File: src/sem_pkg.sv
// sem_pkg: shared types and constants for the sobel edge magnitude block
// no dependencies

package sem_pkg;

    localparam int unsigned CFG_IDX_W  = 1;
    localparam int unsigned CFG_DATA_W = 11;
    localparam int unsigned POS_W      = 10;
    localparam int unsigned PIX_W      = 8;

    localparam logic [CFG_IDX_W-1:0] REG_IMAGE_WIDTH  = 1'b0;
    localparam logic [CFG_IDX_W-1:0] REG_IMAGE_HEIGHT = 1'b1;

    // q16 luma weights
    localparam logic [15:0] W_RED   = 16'd19595;
    localparam logic [15:0] W_GREEN = 16'd38470;
    localparam logic [15:0] W_BLUE  = 16'd7471;

    localparam logic [PIX_W-1:0] SAT_VALUE = 8'd255;
    localparam int unsigned ROOT_STEPS = 8;

    typedef struct packed {
        logic accept;
        logic read;
        logic calc;
        logic square;
        logic root_step;
        logic sel_border;
    } t_cmd;

    typedef struct packed {
        logic interior;
        logic border;
        logic root_last;
    } t_status;

endpackage

File: src/sem_ctrl.sv
// sem_ctrl: per-item sequencer for the sobel block
// depends on sem_pkg

module sem_ctrl (
    input  logic             i_clk,
    input  logic             i_rst_n,
    input  logic             i_pix_valid,
    output logic             o_pix_ready,
    output logic             o_res_valid,
    input  logic             i_res_ready,
    input  sem_pkg::t_status i_status,
    output sem_pkg::t_cmd    o_cmd
);

    localparam logic [2:0] S_IDLE   = 3'd0;
    localparam logic [2:0] S_READ   = 3'd1;
    localparam logic [2:0] S_CALC   = 3'd2;
    localparam logic [2:0] S_SQ     = 3'd3;
    localparam logic [2:0] S_ROOT   = 3'd4;
    localparam logic [2:0] S_OUT_IN = 3'd5;
    localparam logic [2:0] S_OUT_BD = 3'd6;

    logic [2:0] r_state;
    logic [2:0] n_state;

    always_ff @(posedge i_clk) begin
        if (!i_rst_n) begin
            r_state <= S_IDLE;
        end else begin
            r_state <= n_state;
        end
    end

    always_comb begin
        n_state     = r_state;
        o_cmd       = '0;
        o_pix_ready = 1'b0;
        o_res_valid = 1'b0;
        unique case (r_state)
            S_IDLE: begin
                o_pix_ready = 1'b1;
                if (i_pix_valid) begin
                    o_cmd.accept = 1'b1;
                    n_state      = S_READ;
                end
            end
            S_READ: begin
                o_cmd.read = 1'b1;
                n_state    = S_CALC;
            end
            S_CALC: begin
                o_cmd.calc = 1'b1;
                n_state    = S_SQ;
            end
            S_SQ: begin
                o_cmd.square = 1'b1;
                n_state      = S_ROOT;
            end
            S_ROOT: begin
                o_cmd.root_step = 1'b1;
                if (i_status.root_last) begin
                    priority if (i_status.interior) n_state = S_OUT_IN;
                    else if (i_status.border)       n_state = S_OUT_BD;
                    else                            n_state = S_IDLE;
                end
            end
            S_OUT_IN: begin
                o_res_valid = 1'b1;
                if (i_res_ready) begin
                    n_state = i_status.border ? S_OUT_BD : S_IDLE;
                end
            end
            S_OUT_BD: begin
                o_res_valid      = 1'b1;
                o_cmd.sel_border = 1'b1;
                if (i_res_ready) begin
                    n_state = S_IDLE;
                end
            end
            default: begin
                n_state = S_IDLE;
            end
        endcase
    end

endmodule

File: config.mk
export PLATFORM = sky130hd
export DESIGN_NAME = sem_ctrl
export DESIGN_NICKNAME = d
export VERILOG_FILES = /design/src/sem_pkg.sv /design/src/sem_ctrl.sv
export SDC_FILE = /design/constraint.sdc
export NUM_CORES = 1
export LEC_CHECK = 0
export BUFFER_PORTS_ARGS = -buffer_cell sky130_fd_sc_hd__buf_4
export CORE_AREA = 2 2 39 41
export CTS_CLUSTER_DIAMETER = 40
export DETAILED_ROUTE_END_ITERATION = 6
export DIE_AREA = 0 0 41 43
export HOLD_SLACK_MARGIN = 0.08
export PLACE_DENSITY = 0.5
export SYNTH_ARGS = -nofsm -noshare
export SYNTH_HDL_FRONTEND = slang
export SYNTH_SLANG_ARGS = --single-unit
File: constraint.sdc
create_clock -name i_clk -period 1.15 [get_ports i_clk]
set_input_delay 0 -clock i_clk [delete_from_list [all_inputs] [get_ports i_clk]]
set_output_delay 0 -clock i_clk [all_outputs]
set_load 0.01 [all_outputs]
==> impl_metrics.toml <==
[sta]
clock_skew_ns = 0.0001085
fin_crit_sh_pct = 104.5
max_freq_ghz = 0.8324
setup_violations = 4
holdWs_ns = 0.09749
rsz0062_at_grt = "true"
tns_ns = -0.1017
finalCriticalPeriod_ns = 1.201
relSlewSlack_pct = 85.81
hold_violations = 0
worst_slew_pin_slew_ns = 0.2128
finalMaxSlewViolations = 0
worst_slack_ns = -0.05131

[grt]
grtUsageMet3_pct = 3.665
antenna_found_initial = 0
grt_max_degree = 9
grt_pass1_wl_um = 1338
grt_overflow = 0
use_met2_pct = 18.75
busiest_layer = "met2"
grtUsageTotal_pct = 10.82
grt_pass1_vias = 337
use_met1_pct = 12.14

[critical_path]
max_stage_delay_ns = 0.35
crit_slowest_cell = "dfxtp_4"
path_buf_inv = 2
path_cells = "buf_6 > nor3_4 > and2_4 > buf_6"
crit_family = "simple AND/OR/NAND/NOR gates"
crit_path_start_kind = "flop"
critPathKind = "reg2out"
cp_max_fo = 4
cp_common_cell = "buf_6"
critPathCaptureType = "output port"
critPathRequiredTime_ns = 1.15
reg2reg_to = "r_state[1]$_SDFFE_PN0P_"
reg2reg_depth = 3
cp.depth = 4
cp_data_arrival_time_ns = 1.20
r2r_slack_ns = -0.02
r2r-start = "r_state[1]$_SDFFE_PN0P_"

[die]
num_io_pins = 15
dieWidth_um = 41
core_area_um2 = 1384
die_area_um2 = 1763
start_util_pct = 20.43
die_h_um = 43
rows = 14

[cts]
cts_buffers = 3
path_clk_slew_ns = 0.04
clkLatencyLatePin_ns = 0.23
cts_tree = "done"
clockBufferDepth = 2
cts_root_buf = "clkbuf_4"
cts_sinks = 3
htreeDepth = 1

[min_path]
min_path_cells = 3
hold-path-endpoint = "r_state[2]$_SDFFE_PN0P_"
min_from = "i_status[1]"
hp-class = "in2reg"

[place]
port_buffers = 14
hpwl_um = 650.8
gp_congestion = 0.7380

[power_and_ir_drop]
p_clk_share_pct = 22.2
p_leak_nw = 0.2721
p_sw_mw = 0.2913
design_power_total_mw = 0.8511
p_seq_share_pct = 18.3
pwr-share-comb_pct = 59.5
p_int_mw = 0.5599
vdd_drop_max_uv = 484.1
p_sw_share_pct = 34.22
power.density_nw_per_um2 = 1426

[synth]
synth_seq_cells = 3
synthDistinctLibCells = 23
synthCells = 37
syn_area_per_cell_um2 = 7.642
syn-cell-area_um2 = 282.8
syn_nets = 44
ys_warn_count = 0
ys_seq_area_share_pct = 21.24

[finish]
largest_reg_flops = 3
fin_nets = 72
largestRegisters = "r_state x3"
antenna_cells = 0
syn_to_final_growth_pct = 111.1
regMostFlops = "r_state"
fin_util_pct = 43.13
fill_cells = 143
layout-drive-gt1-share_pct = 60.94

[run_status]
failed_checks = "setup timing"
status = "finished with violations"

[routing]
via_per_inst = 4.625
wl_per_cell_um = 11.41
drc = 0
vias = 370
first_iter_violations = 4
wirelength_um = 913
ant_nets = 0
dr.pass1.iters = 3

[flow_run]
drv_cap = 0
-- worst max-delay path by stage --
stage                             from                      end  slack, ns
2_1_floorplan  r_state[1]$_SDFFE_PN0P_  r_state[1]$_SDFFE_PN0P_      -0.05
3_3_place_gp   r_state[1]$_SDFFE_PN0P_  r_state[0]$_SDFFE_PN0P_      0.002
3_5_place_dp   r_state[1]$_SDFFE_PN0P_  r_state[0]$_SDFFE_PN0P_     -0.003
4_1_cts        r_state[2]$_SDFFE_PN0P_                 o_cmd[5]      -0.05
5_1_grt        r_state[0]$_SDFFE_PN0P_                 o_cmd[5]      -0.11
6_report       r_state[0]$_SDFFE_PN0P_                 o_cmd[5]      -0.05
-- layout by cell type, fill, tap and decap left out, types with 2 or more instances in the layout --
master         netlist  final
dfxtp_4              0      2
buf_6                1      4
and2_4               0      2
a31oi_1              2      2
nor3_4               0      2
nand2b_1             2      2
nor2b_1              3      2
clkbuf_4             0      3
buf_4                0     17
dlygate4sd3_1        0      2
o21ai_0              2      2
inv_1                5      4
-- power by group through the flow --
| stage | Sequential [mW] | Clock, mW | Combinational (mW) |
|---|---|---|---|
| final | 0.156 | 0.189 | 0.507 |
| after global placement | 0.149 | 0 | 0.353 |
| after detailed placement | 0.148 | 0 | 0.354 |
| after floorplan | 0.143 | 0 | 0.207 |
| after global routing | 0.157 | 0.212 | 0.544 |
| after CTS | 0.152 | 0.195 | 0.394 |
-- area by class of cell --
cell class / instances / area, um^2 / share of cell area (%)
well taps: 16 / 20.02 / 3.354
inverters: 5 / 18.77 / 3.145
flip-flops and latches: 3 / 68.82 / 11.53
multi-input cells: 27 / 235.2 / 39.41
clock buffers: 4 / 26.28 / 4.403
repair buffers: 25 / 227.7 / 38.16
-- synth_stat cells, drive strengths merged --
| cell | count | area share (%) |
|---|---|---|
| a21o | 1 | 2.7 |
| a221oi | 1 | 3.1 |
| a31oi | 2 | 4.4 |
| and2 | 2 | 4.4 |
| and3 | 1 | 2.2 |
| buf | 1 | 4.0 |
| clkbuf | 1 | 1.3 |
| dfxtp | 3 | 21 |
| inv | 5 | 6.6 |
| mux2 | 2 | 9.3 |
| nand2b | 2 | 4.4 |
| nand3b | 1 | 2.7 |
| nand4b | 1 | 3.1 |
| nor2 | 1 | 1.3 |
| nor2b | 3 | 6.6 |
| nor3 | 3 | 5.3 |
| nor3b | 1 | 2.7 |
| o21ai | 2 | 3.5 |
| o21bai | 1 | 2.7 |
| o221ai | 1 | 3.1 |
| or3 | 1 | 2.2 |
| xnor2 | 1 | 3.1 |
-- logic make-up (layout without fill, tap and decap cells) --
| group | count (synthesis) | in the layout | synth area share, % |
|---|---|---|---|
| simple gates | 16 | 16 | 34.96 |
| compound gates | 8 | 8 | 19.47 |
| buf+inv | 7 | 34 | 11.95 |
| flops | 3 | 3 | 21.24 |
| mux | 2 | 2 | 9.290 |
| xor+xnor | 1 | 1 | 3.098 |
-- repair_timing --
action / CTS / global route
endpoints found under the setup margin: 9 / 10
buffers inserted: 0 / 3
hold buffers: 2 / 0
resized for setup: 6 / 15
endpoints found under the hold margin: 3 / 0
pin swaps: 1 / 5
-- routing by layer --
metal	part of all wire [%]	routed length, um
met1	44	400
met2	50	459
met3	5.8	53
met4	0	0
met5	0	0
-- tightest hold or removal path, delay by kind of cell --
kind / cells / cell delay (ns)
buf+inv: 1 / 0.08
compound gates: 2 / 0.20
-- stage by stage --
step           std cells  setup slack [ns]  instance area [um^2]
2_1_floorplan         37          -0.05455                 284.0
3_3_place_gp          71          0.001804                 439.2
3_5_place_dp          71         -0.002994                 439.2
4_1_cts               77          -0.04525                 509.2
5_1_grt               80           -0.1085                 596.8
6_report              80          -0.05131                 596.8
Note: power is estimated with default switching activity, not from simulation.
